$ cat config.mk
export PLATFORM = sky130hd
export DESIGN_NAME = diagonal_interval_merge
export DESIGN_NICKNAME = d
export VERILOG_FILES = /design/src/rtl/dim_pkg.sv /design/src/rtl/dim_cell.sv /design/src/rtl/diagonal_interval_merge.sv
export SDC_FILE = /design/constraint.sdc
export NUM_CORES = 2
export LEC_CHECK = 0
export ABC_AREA = 1
export ABC_CLOCK_PERIOD_IN_PS = 14700
export BUFFER_PORTS_ARGS = -buffer_cell sky130_fd_sc_hd__buf_4
export CAP_MARGIN = 0
export CORE_MARGIN = 2
export CORE_UTILIZATION = 40
export DETAILED_ROUTE_END_ITERATION = 7
export GPL_ROUTABILITY_DRIVEN = 1
export RECOVER_POWER = 100
export SLEW_MARGIN = 10
export SYNTH_ARGS = -nofsm -noshare
export SYNTH_HDL_FRONTEND = slang
export SYNTH_SLANG_ARGS = --single-unit
$ cat constraint.sdc
create_clock -name aclk -period 14.7 [get_ports aclk]
set_input_delay 2.94 -clock aclk [delete_from_list [all_inputs] [get_ports aclk]]
set_output_delay 2.94 -clock aclk [all_outputs]
set_load 0.05 [all_outputs]
$ cat src/rtl/dim_pkg.sv
`timescale 1ns / 1ps
// ----------------------------------------------------------------------------
// dim_pkg
// Shared types and fixed field widths for the diagonal interval merge block.
// ----------------------------------------------------------------------------
package dim_pkg;

    // Width of every coordinate and diagonal field on the ports
    localparam int FIELD_W  = 16;
    // diag, lb, rb packed from the lowest bit up
    localparam int TDATA_W  = 3 * FIELD_W;
    localparam int M_TUSER_W = 1;

    // Broadcast control from the top level to every slot cell
    typedef struct packed {
        logic shift;   // flush: every cell takes its upper neighbour's content
        logic ins;     // a bound is presented this cycle
        logic append;  // the bound hit no slot, first empty cell takes it
    } dim_ctrl_t;

endpackage

$ cat src/rtl/dim_cell.sv
`timescale 1ns / 1ps
// ----------------------------------------------------------------------------
// dim_cell
// One slot of the interval store: compares the broadcast bound, widens on a
// hit, loads on append when it is the first empty cell, and shifts down on
// flush.
// ----------------------------------------------------------------------------
module dim_cell #(
    parameter int CW = 16
) (
    input  logic                aclk,
    input  logic                aresetn,
    input  dim_pkg::dim_ctrl_t  ctrl,
    input  logic [CW-1:0]       bnd_lb,
    input  logic [CW-1:0]       bnd_rb,
    input  logic                prev_occ,
    input  logic                nxt_occ,
    input  logic [CW-1:0]       nxt_lb,
    input  logic [CW-1:0]       nxt_rb,
    output logic                occ,
    output logic [CW-1:0]       lb,
    output logic [CW-1:0]       rb,
    output logic                hit
);

    logic          occ_reg, occ_next;
    logic [CW-1:0] lb_reg, lb_next;
    logic [CW-1:0] rb_reg, rb_next;

    // closed intervals: touching counts as a hit
    assign hit = occ_reg && (bnd_lb <= rb_reg) && (lb_reg <= bnd_rb);

    always_comb begin
        occ_next = occ_reg;
        lb_next  = lb_reg;
        rb_next  = rb_reg;
        if (ctrl.shift) begin
            occ_next = nxt_occ;
            lb_next  = nxt_lb;
            rb_next  = nxt_rb;
        end else if (ctrl.ins) begin
            if (hit) begin
                if (bnd_lb < lb_reg) lb_next = bnd_lb;
                if (bnd_rb > rb_reg) rb_next = bnd_rb;
            end else if (ctrl.append && !occ_reg && prev_occ) begin
                occ_next = 1'b1;
                lb_next  = bnd_lb;
                rb_next  = bnd_rb;
            end
        end
    end

    always_ff @(posedge aclk) begin
        if (!aresetn) begin
            occ_reg <= 1'b0;
        end else begin
            occ_reg <= occ_next;
        end
        lb_reg <= lb_next;
        rb_reg <= rb_next;
    end

    assign occ = occ_reg;
    assign lb  = lb_reg;
    assign rb  = rb_reg;

endmodule

$ cat src/rtl/diagonal_interval_merge.sv
`timescale 1ns / 1ps
// ----------------------------------------------------------------------------
// diagonal_interval_merge
// Merges interval bounds per antidiagonal in a row of slot cells and emits
// the merged intervals in insertion order on a diagonal change or at the end
// of input.
// ----------------------------------------------------------------------------
// A bound on the current diagonal (or an ignored one) is taken directly:
// all SLOTS cells compare it in parallel and either widen or append. A bound
// on a new diagonal first flushes the store, at one output transaction per
// cycle while the master side does not stall, and is then inserted from the
// pending registers. A bound with end_of_input adds a further flush. The
// flush rate is set by the cell chain, which shifts one interval per cycle
// down to cell 0, where the output is taken, while m_tready is high.
// Input is held off while a flush is under way.
// ----------------------------------------------------------------------------
module diagonal_interval_merge #(
    parameter int SLOTS      = 32,
    parameter int COORD_BITS = 16
) (
    input  logic                          aclk,
    input  logic                          aresetn,
    // configuration: diag_limit
    input  logic                          cfg_wr_en,
    input  logic [dim_pkg::FIELD_W-1:0]   cfg_wr_data,
    // input bounds
    input  logic                          s_tvalid,
    output logic                          s_tready,
    input  logic [dim_pkg::TDATA_W-1:0]   s_tdata,   // bound_diag, bound_lb, bound_rb
    input  logic                          s_tlast,   // end_of_input
    // merged intervals
    output logic                          m_tvalid,
    input  logic                          m_tready,
    output logic [dim_pkg::TDATA_W-1:0]   m_tdata,   // out_diag, out_lb, out_rb
    output logic                          m_tlast,   // last_of_run
    output logic [dim_pkg::M_TUSER_W-1:0] m_tuser    // overflow
);

    localparam int FW = dim_pkg::FIELD_W;
    localparam int CW = (COORD_BITS < FW) ? COORD_BITS : FW;

    localparam logic [1:0] ST_IDLE   = 2'd0;
    localparam logic [1:0] ST_FLUSH  = 2'd1;
    localparam logic [1:0] ST_INSERT = 2'd2;

    logic [1:0]    state_reg, state_next;
    logic [FW-1:0] limit_reg, limit_next;
    logic [FW-1:0] cur_diag_reg, cur_diag_next;
    logic          diag_valid_reg, diag_valid_next;
    logic          dropped_reg, dropped_next;
    logic          pend_ins_reg, pend_ins_next;
    logic          pend_last_reg, pend_last_next;
    logic [FW-1:0] pend_diag_reg, pend_diag_next;
    logic [CW-1:0] pend_lb_reg, pend_lb_next;
    logic [CW-1:0] pend_rb_reg, pend_rb_next;

    logic [FW-1:0] in_diag;
    logic [CW-1:0] in_lb, in_rb;
    logic          s_acc, d_ok, d_change;

    dim_pkg::dim_ctrl_t ctrl;
    logic [CW-1:0] bnd_lb, bnd_rb;

    logic          occ_w   [SLOTS];
    logic [CW-1:0] lb_w    [SLOTS];
    logic [CW-1:0] rb_w    [SLOTS];
    logic [SLOTS-1:0] hit_w;
    logic          prev_occ_w [SLOTS];
    logic          nxt_occ_w  [SLOTS];
    logic [CW-1:0] nxt_lb_w   [SLOTS];
    logic [CW-1:0] nxt_rb_w   [SLOTS];
    logic          any_hit, full;

    assign in_diag = s_tdata[FW-1:0];
    assign in_lb   = s_tdata[FW +: CW];
    assign in_rb   = s_tdata[2*FW +: CW];

    assign s_tready = (state_reg == ST_IDLE);
    assign s_acc    = s_tvalid && s_tready;
    assign d_ok     = (in_diag < limit_reg);
    assign d_change = d_ok && diag_valid_reg && (in_diag != cur_diag_reg);

    assign any_hit = |hit_w;
    assign full    = occ_w[SLOTS-1];

    assign m_tvalid = (state_reg == ST_FLUSH) && occ_w[0];
    assign m_tdata  = {FW'(rb_w[0]), FW'(lb_w[0]), cur_diag_reg};
    assign m_tlast  = !nxt_occ_w[0];
    assign m_tuser  = dropped_reg;

    always_comb begin
        state_next      = state_reg;
        limit_next      = limit_reg;
        cur_diag_next   = cur_diag_reg;
        diag_valid_next = diag_valid_reg;
        dropped_next    = dropped_reg;
        pend_ins_next   = pend_ins_reg;
        pend_last_next  = pend_last_reg;
        pend_diag_next  = pend_diag_reg;
        pend_lb_next    = pend_lb_reg;
        pend_rb_next    = pend_rb_reg;
        ctrl            = '0;
        bnd_lb          = in_lb;
        bnd_rb          = in_rb;

        if (cfg_wr_en) limit_next = cfg_wr_data;

        case (state_reg)
            ST_IDLE: begin
                if (s_acc) begin
                    if (d_change) begin
                        // flush the old diagonal first, insert afterwards
                        pend_ins_next  = 1'b1;
                        pend_last_next = s_tlast;
                        pend_diag_next = in_diag;
                        pend_lb_next   = in_lb;
                        pend_rb_next   = in_rb;
                        state_next     = ST_FLUSH;
                    end else begin
                        if (d_ok) begin
                            ctrl.ins        = 1'b1;
                            cur_diag_next   = in_diag;
                            diag_valid_next = 1'b1;
                        end
                        if (s_tlast) begin
                            pend_ins_next = 1'b0;
                            state_next    = ST_FLUSH;
                        end
                    end
                end
            end
            ST_FLUSH: begin
                ctrl.shift = m_tvalid && m_tready;
                if (!occ_w[0]) begin
                    diag_valid_next = 1'b0;
                    dropped_next    = 1'b0;
                    pend_ins_next   = 1'b0;
                    state_next      = pend_ins_reg ? ST_INSERT : ST_IDLE;
                end
            end
            ST_INSERT: begin
                ctrl.ins        = 1'b1;
                bnd_lb          = pend_lb_reg;
                bnd_rb          = pend_rb_reg;
                cur_diag_next   = pend_diag_reg;
                diag_valid_next = 1'b1;
                state_next      = pend_last_reg ? ST_FLUSH : ST_IDLE;
            end
            default: begin
                state_next = ST_IDLE;
            end
        endcase

        ctrl.append = ctrl.ins && !any_hit;
        if (ctrl.append && full) dropped_next = 1'b1;
    end

    always_ff @(posedge aclk) begin
        if (!aresetn) begin
            state_reg      <= ST_IDLE;
            limit_reg      <= {FW{1'b1}};
            cur_diag_reg   <= '0;
            diag_valid_reg <= 1'b0;
            dropped_reg    <= 1'b0;
            pend_ins_reg   <= 1'b0;
        end else begin
            state_reg      <= state_next;
            limit_reg      <= limit_next;
            cur_diag_reg   <= cur_diag_next;
            diag_valid_reg <= diag_valid_next;
            dropped_reg    <= dropped_next;
            pend_ins_reg   <= pend_ins_next;
        end
        pend_last_reg <= pend_last_next;
        pend_diag_reg <= pend_diag_next;
        pend_lb_reg   <= pend_lb_next;
        pend_rb_reg   <= pend_rb_next;
    end

    // slot chain: cell 0 is the oldest entry and faces the output
    for (genvar k = 0; k < SLOTS; k++) begin : g_cell
        if (k == 0) begin : g_first
            assign prev_occ_w[k] = 1'b1;
        end else begin : g_mid
            assign prev_occ_w[k] = occ_w[k-1];
        end
        if (k == SLOTS-1) begin : g_top
            assign nxt_occ_w[k] = 1'b0;
            assign nxt_lb_w[k]  = '0;
            assign nxt_rb_w[k]  = '0;
        end else begin : g_link
            assign nxt_occ_w[k] = occ_w[k+1];
            assign nxt_lb_w[k]  = lb_w[k+1];
            assign nxt_rb_w[k]  = rb_w[k+1];
        end

        dim_cell #(
            .CW (CW)
        ) u_cell (
            .aclk     (aclk),
            .aresetn  (aresetn),
            .ctrl     (ctrl),
            .bnd_lb   (bnd_lb),
            .bnd_rb   (bnd_rb),
            .prev_occ (prev_occ_w[k]),
            .nxt_occ  (nxt_occ_w[k]),
            .nxt_lb   (nxt_lb_w[k]),
            .nxt_rb   (nxt_rb_w[k]),
            .occ      (occ_w[k]),
            .lb       (lb_w[k]),
            .rb       (rb_w[k]),
            .hit      (hit_w[k])
        );
    end

endmodule

# After elaboration in Yosys (flattened, before gate mapping)
# Cells that the tools add are included.
# Widths: inputs -> output; s select.
[totals]
ram_bits = 0
mem_bits_ro = 0
mem_count = 0
latchBits = 0
register_bits = 1142
out_inout_bits = 52
wordCells = 1150
inputBits = 70
[classes]
reduce_logical = 340
n_addsub = 0
mul = 0
n_shift = 0
n_mux = 469
magnitude_cmp = 129
n_bitwise = 2
eq_ne = 104
div = 0
[ops]
columns = ["cell", "count"]
rows = [
  ["$mux 16", 321],
  ["$le 16x16->1", 64],
  ["$lt 16x16->1", 33],
  ["$gt 16x16->1", 32],
  ["$reduce_and 3->1", 98],
  ["$ne 3x3->1 const B", 62],
  ["$mux 1", 138],
  ["$logic_and 1x1->1", 134],
  ["$reduce_bool 3->1", 32],
  ["$ne 2x2->1 const B", 36],
  ["$reduce_bool 2->1", 36],
  ["$logic_not 1->1", 33],
  ["$pmux 16 s2", 1],
  ["$reduce_or 32->1", 1],
  ["$ne 16x16->1", 1],
  ["$mux 2", 5],
  ["$reduce_and 4->1", 2],
  ["$pmux 2 s3", 1],
  ["$reduce_and 5->1", 1],
  ["$ne 2x1->1 const B", 2],
  ["$pmux 1 s2", 2],
  ["$ne 3x1->1 const B", 1],
  ["$pmux 1 s3", 1],
  ["$eq 2x1->1 const B", 1],
  ["5 further kinds", 6],
]

# Logic depth before layout (Yosys ltp)
[depth]
ltp_word = 14
depth_mapped = 30
mapped_depth_nobuf = 28

# By module
# From an unflattened synthesis, not the netlist that was laid out.
[unflattened]
cells_unflattened = 12890
hier_area_um2 = 100724.1
[by_module_without_submodules]
columns = ["mod", "seq_area_each_um2", "area_per_inst_um2", "n_inst", "cells_per_inst"]
rows = [
  ["dim_cell at g_cell[0].u_cell ...", 980.9, 3014.1, 31, 386],
  ["diagonal_interval_merge", 2212.1, 4264.1, 1, 536],
  ["dim_cell at g_cell[12].u_cell", 980.9, 3021.6, 1, 388],
]

# Worst setup path after synthesis
# Ideal clock, no wire load.
[synth_path]
path_type = "input to register"
from = "input s_tdata[47] in the netlist's numbering"
to = "register g_cell[15].u_cell.lb_reg[0], enable pin"
path_stages = 23
arrival_time_ns = 7.575
n_path_buf = 1
setup_ns = 0.364
path_slack_ns = 6.761
required_ns = 14.336
cell_sequence = "nand2_1 > o21ai_0 > inv_1 > ha_1 > nand2_1 > inv_1 > nand3_1 > nor3_1 > nand2_1 > nand2_1 > nand2_1 > nand3_1 > nand2_1 > nor2_1 > nand2_1 > nor2_2 > nand3_2 > inv_2 > buf_6 > nand2_1 > o211ai_1 > nand2_1 > inv_1"
[synth_between]
elab_chain_len = 10
elab_cells_between_ends = 73
classes_between = "32 x order compare; 1 x eq/ne; 1 x mux; 39 x reduce/logical"
[synth_rtl]
columns = ["item", "line_no", "source"]
rows = [
  ["start: declaration", "diagonal_interval_merge.sv:29", "input logic [dim_pkg::TDATA_W-1:0] s_tdata,"],
  ["$mux 16 (*)", "diagonal_interval_merge.sv:108", "case (state_reg)"],
  ["net bnd_rb[15]", "diagonal_interval_merge.sv:62", "logic [CW-1:0] bnd_lb, bnd_rb;"],
  ["$le 16x16->1", "dim_cell.sv:31", "assign hit = occ_reg && (bnd_lb <= rb_reg) && (lb_reg <= bnd_rb);"],
  ["$logic_and 1x1->1", "dim_cell.sv:31", ""],
  ["$reduce_or 32->1", "diagonal_interval_merge.sv:83", "assign any_hit = |hit_w;"],
  ["$logic_not 1->1", "diagonal_interval_merge.sv:154", "ctrl.append = ctrl.ins && !any_hit;"],
  ["$logic_and 1x1->1", "diagonal_interval_merge.sv:154", ""],
  ["$logic_and 1x1->1 (2 in a row)", "dim_cell.sv:45", "end else if (ctrl.append && !occ_reg && prev_occ) begin"],
  ["$reduce_bool 3->1 (no source line)", "-", ""],
  ["$reduce_and 3->1 (no source line) (*)", "-", ""],
  ["end signal: assignment", "dim_cell.sv:59", "lb_reg <= lb_next;"],
  ["end: declaration", "dim_cell.sv:27", "logic [CW-1:0] lb_reg, lb_next;"],
]
# The timed path passes the listed nets; every way through them passes the cells marked *.
# A chain may end at the register's enable or synchronous reset.

# Final worst setup path
[layout_path]
from = "input m_tready"
to = "register g_cell[14].u_cell.lb_reg[3] (data pin)"
[layout_between]
elab_chain_len = 3
[layout_rtl]
columns = ["item", "line_no", "source"]
rows = [
  ["start: declaration", "diagonal_interval_merge.sv:33", "input logic m_tready,"],
  ["$logic_and 1x1->1", "diagonal_interval_merge.sv:133", "ctrl.shift = m_tvalid && m_tready;"],
  ["$mux 1", "diagonal_interval_merge.sv:108", ""],
  ["$mux 16", "dim_cell.sv:37", "if (ctrl.shift) begin"],
  ["net g_cell[14].u_cell.lb_next[3]", "dim_cell.sv:27", ""],
  ["end signal: assignment", "dim_cell.sv:59", ""],
  ["end: declaration", "dim_cell.sv:27", ""],
]
# The timed path passes the listed nets, and every way through them passes these cells.

==> load_flow_metrics.sql <==
INSERT INTO impl_metrics (metric_group, metric, value, unit) VALUES
('sta', 'timing.fmax', '0.0871', 'GHz'),
('power_and_ir_drop', 'peakVddDrop', '0.107', 'mV'),
('placed_design', 'dp_hpwl', '249', 'mm'),
('worst_setup_path', 'worst-endpoint-required', '15.23', 'ns'),
('worst_setup_path', 'crit_type', 'primary input to register', ''),
('power_and_ir_drop', 'intPower', '6.55', 'mW'),
('floorplanning', 'core_region', '227000', 'um^2'),
('global_routing', 'antenna_found_initial', '21', ''),
('logic_synthesis', 'synth_compound_area_share', '15.8', '%'),
('sta', 'fin_tns_setup', '0', 'ns'),
('layout', 'utilization', '44.4', '%'),
('cts', 'clk_latency', '0.85', 'ns'),
('power_and_ir_drop', 'comb_power_share', '21.9', '%'),
('route', 'detail_route_antenna_nets', '0', ''),
('worst_setup_path', 'critical_path.cell_chain', 'clkbuf_4 -> nand2_1 -> clkbuf_1 -> clkbuf_1 -> nand2_1 -> o21ai_0', ''),
('global_routing', 'wire_length_of_the_first_global_routing_pass', '520', 'mm'),
('cts', 'post_cts_buffers', '0', ''),
('logic_synthesis', 'post_synth_fa_ha_maj_area_fraction', '27.7', '%'),
('logic_synthesis', 'yosys-top-cells-area', 'sky130_fd_sc_hd__edfxtp_1 34%, sky130_fd_sc_hd__ha_1 28%, sky130_fd_sc_hd__o21ai_0 7.2%', ''),
('placed_design', 'routabilityCongestion', '0.959', ''),
('sta', 'finalSetupViolations', '0', ''),
('logic_synthesis', 'postSynthRegisterBits', '1142', ''),
('global_routing', 'grt_start_max_net_pins', '201', ''),
('power_and_ir_drop', 'netSwitchingPower', '3.14', 'mW'),
('cts', 'clock_tree.buffer_depth', '3', ''),
('worst_hold_path', 'min_delay_path_depth', '2', ''),
('route', 'routed_wire_length', '361', 'mm'),
('sta', 'tightest_slew', '4.00', 'ns'),
('layout', 'area_growth_syn_to_layout', '10.3', '%'),
('worst_setup_path', 'critical_path_depth', '6', ''),
('logic_synthesis', 'count_of_flip_flops_with_a_built_in_enable_after_synthesis', '1041', ''),
('logic_synthesis', 'synth_largest_area_cell', 'sky130_fd_sc_hd__edfxtp_1', ''),
('logic_synthesis', 'syn-num-nets', '12600', ''),
('worst_setup_path', 'critical_path.max_stage_delay', '2.55', 'ns'),
('route', 'detailroute.via_count', '81700', ''),
('global_routing', 'number_of_global_route_vias_before_repair', '78900', ''),
('run_status', 'violations', 'max-capacitance violations, max-slew violations', ''),
('route', 'drc', '0', ''),
('flow_run', 'max-cap-violations', '36', ''),
('cts', 'worst_setup_hold_path_clk_slew', '0.06', 'ns'),
('run_status', 'run_status', 'finished with violations', ''),
('worst_setup_path', 'crit_buf_inv', '3', ''),
('floorplanning', 'fp.dieArea', '233000', 'um^2'),
('floorplanning', 'die_x', '483', 'um'),
('worst_setup_path', 'crit_family', 'buffers and inverters', ''),
('sta', 'fin_hold_ws', '0.438', 'ns'),
('power_and_ir_drop', 'sequential_fraction_of_design_power', '39.5', '%'),
('logic_synthesis', 'synthXorXnorAreaFrac', '0.0765', '%'),
('power_and_ir_drop', 'switching_share_of_power', '32.4', '%'),
('sta', 'rsz0062_at_grt', 'false', ''),
('sta', 'final-hold-violation-count', '0', ''),
('worst_setup_path', 'cp-start-kind', 'primary input', ''),
('global_routing', 'grtUsageTotal', '30.4', '%'),
('worst_setup_path', 'endpoint_kind', 'register', ''),
('cts', 'ctsHoldBuffers', '0', ''),
('cts', 'inserted_clock_buffers', '143', ''),
('logic_synthesis', 'synth.lib_cells_used.distinct', '50', ''),
('cts', 'cts_tree', 'done', ''),
('logic_synthesis', 'yosysTopAreaCellShare', '34.1', '%'),
('sta', 'timing_max_transition_violations_final', '1130', ''),
('logic_synthesis', 'post_synth_inst_count', '10500', ''),
('worst_hold_path', 'worstHoldPathType', 'register to register', ''),
('sta', 'fin_crit', '11.48', 'ns'),
('logic_synthesis', 'seq_area_frac_synth', '36.3', '%'),
('floorplanning', 'pin_count', '122', ''),
('placed_design', 'placement.io_buffers', '121', ''),
('worst_setup_path', 'cp_max_fo', '82', ''),
('global_routing', 'grt-ovfl-total', '0', ''),
('layout', 'finish.net_count', '12700', ''),
('sta', 'worst_clock_skew', '0.0684', 'ns'),
('logic_synthesis', 'synth_async_sr_flop_share', '0', '%');
final cells by class:
class                           instances  area, um^2  share of cell area [%]
Multi-Input combinational cell       7449       51600                    51.0
Sequential cell                      1142       33300                    32.9
Inverter                             1607        6040                    5.97
Antenna cell                            8        20.0                  0.0198
Tap cell                             3009        3760                    3.72
Clock inverter                         75         875                   0.865
Clock buffer                          191        4030                    3.98
Timing Repair Buffer                  251        1510                    1.49
power by group through the flow:
stage	Sequential, mW	Clock [mW]	Combinational (mW)
final	3.83	3.74	2.12
after global routing	3.84	3.87	2.33
after CTS	3.82	3.75	2.09
after detailed placement	3.89	0	2.07
after global placement	3.89	0	1.99
after floorplan	3.91	0	1.20
logic make-up after synthesis:
logic type,after synthesis
XOR/XNOR,8
buffers and inverters,1877
adder cells (fa/ha/maj),2031
AO/OA/AOI/OAI,2680
flip-flops,1142
AND/OR/NAND/NOR,2730
routing by layer:
layer,share of wire (%),GRT usage [%],vias up
met5,0.031,0,-
li1,-,-,37000
met2,43,46.5,4546
met4,6.8,17.5,16
met3,12,7.77,1225
met1,39,38.9,38900
Yosys cell counts (all sizes together) (7+ instances only):
master and number:
a211oi 34, a21o 39, a21oi 967, a221oi 7, a31oi 20, buf 23, clkbuf 247, dfxtp 101
edfxtp 1041, ha 2031, inv 1607, nand2 1682, nand3 252, nand4 188, nor2 477, nor3 100
nor4 9, o2111ai 16, o211ai 74, o21a 65, o21ai 1338, o21bai 49, o221ai 30, o31ai 9
o41ai 7, or2 17, xnor2 8
final timing paths:
kind / start / to
max reg2reg: g_cell[0].u_cell.occ$_SDFFE_PN0P_ / g_cell[14].u_cell.lb[3]$_DFFE_PP_
max: m_tready / g_cell[14].u_cell.lb[3]$_DFFE_PP_
min reg2reg: pend_ins_reg$_SDFFE_PN0P_ / state_reg[1]$_SDFFE_PN0P_
min: pend_ins_reg$_SDFFE_PN0P_ / state_reg[1]$_SDFFE_PN0P_
tightest hold or removal path: cells and delay by family, from the launching register on:
| kind | cells | cell delay, ns |
|---|---|---|
| flops | 1 | 0.31 |
| simple gates | 2 | 0.09 |
layout by cell type (no fill, tap or decap), drive strengths merged, types with 9 or more instances in the layout:
master / n
a21o: 39
inv: 1609
or2: 17
nor2: 477
dfxtp: 101
nand4: 188
nand2: 1682
clkbuf: 324
buf: 118
o21ai: 1338
a21oi: 967
clkinv: 55
o21bai: 49
a31oi: 20
o31ai: 9
o21a: 65
o221ai: 30
o2111ai: 16
nor3: 100
o211ai: 74
ha: 2031
bufinv: 16
nor4: 9
a211oi: 34
nand3: 252
edfxtp: 1041
through the flow:
stage / power, mW / setup slack, ns / std cells / area, um^2
after floorplan: 5.11 / 6.76 / 10500 / 91600
after global placement: 5.88 / 5.98 / 13500 / 96700
after detailed placement: 5.96 / 5.92 / 13500 / 96700
after CTS: 9.66 / 6.74 / 13700 / 102000
after global routing: 10.0 / 3.25 / 13700 / 101000
final: 9.69 / 3.22 / 13700 / 101000
(Power assumes the default switching activity.)
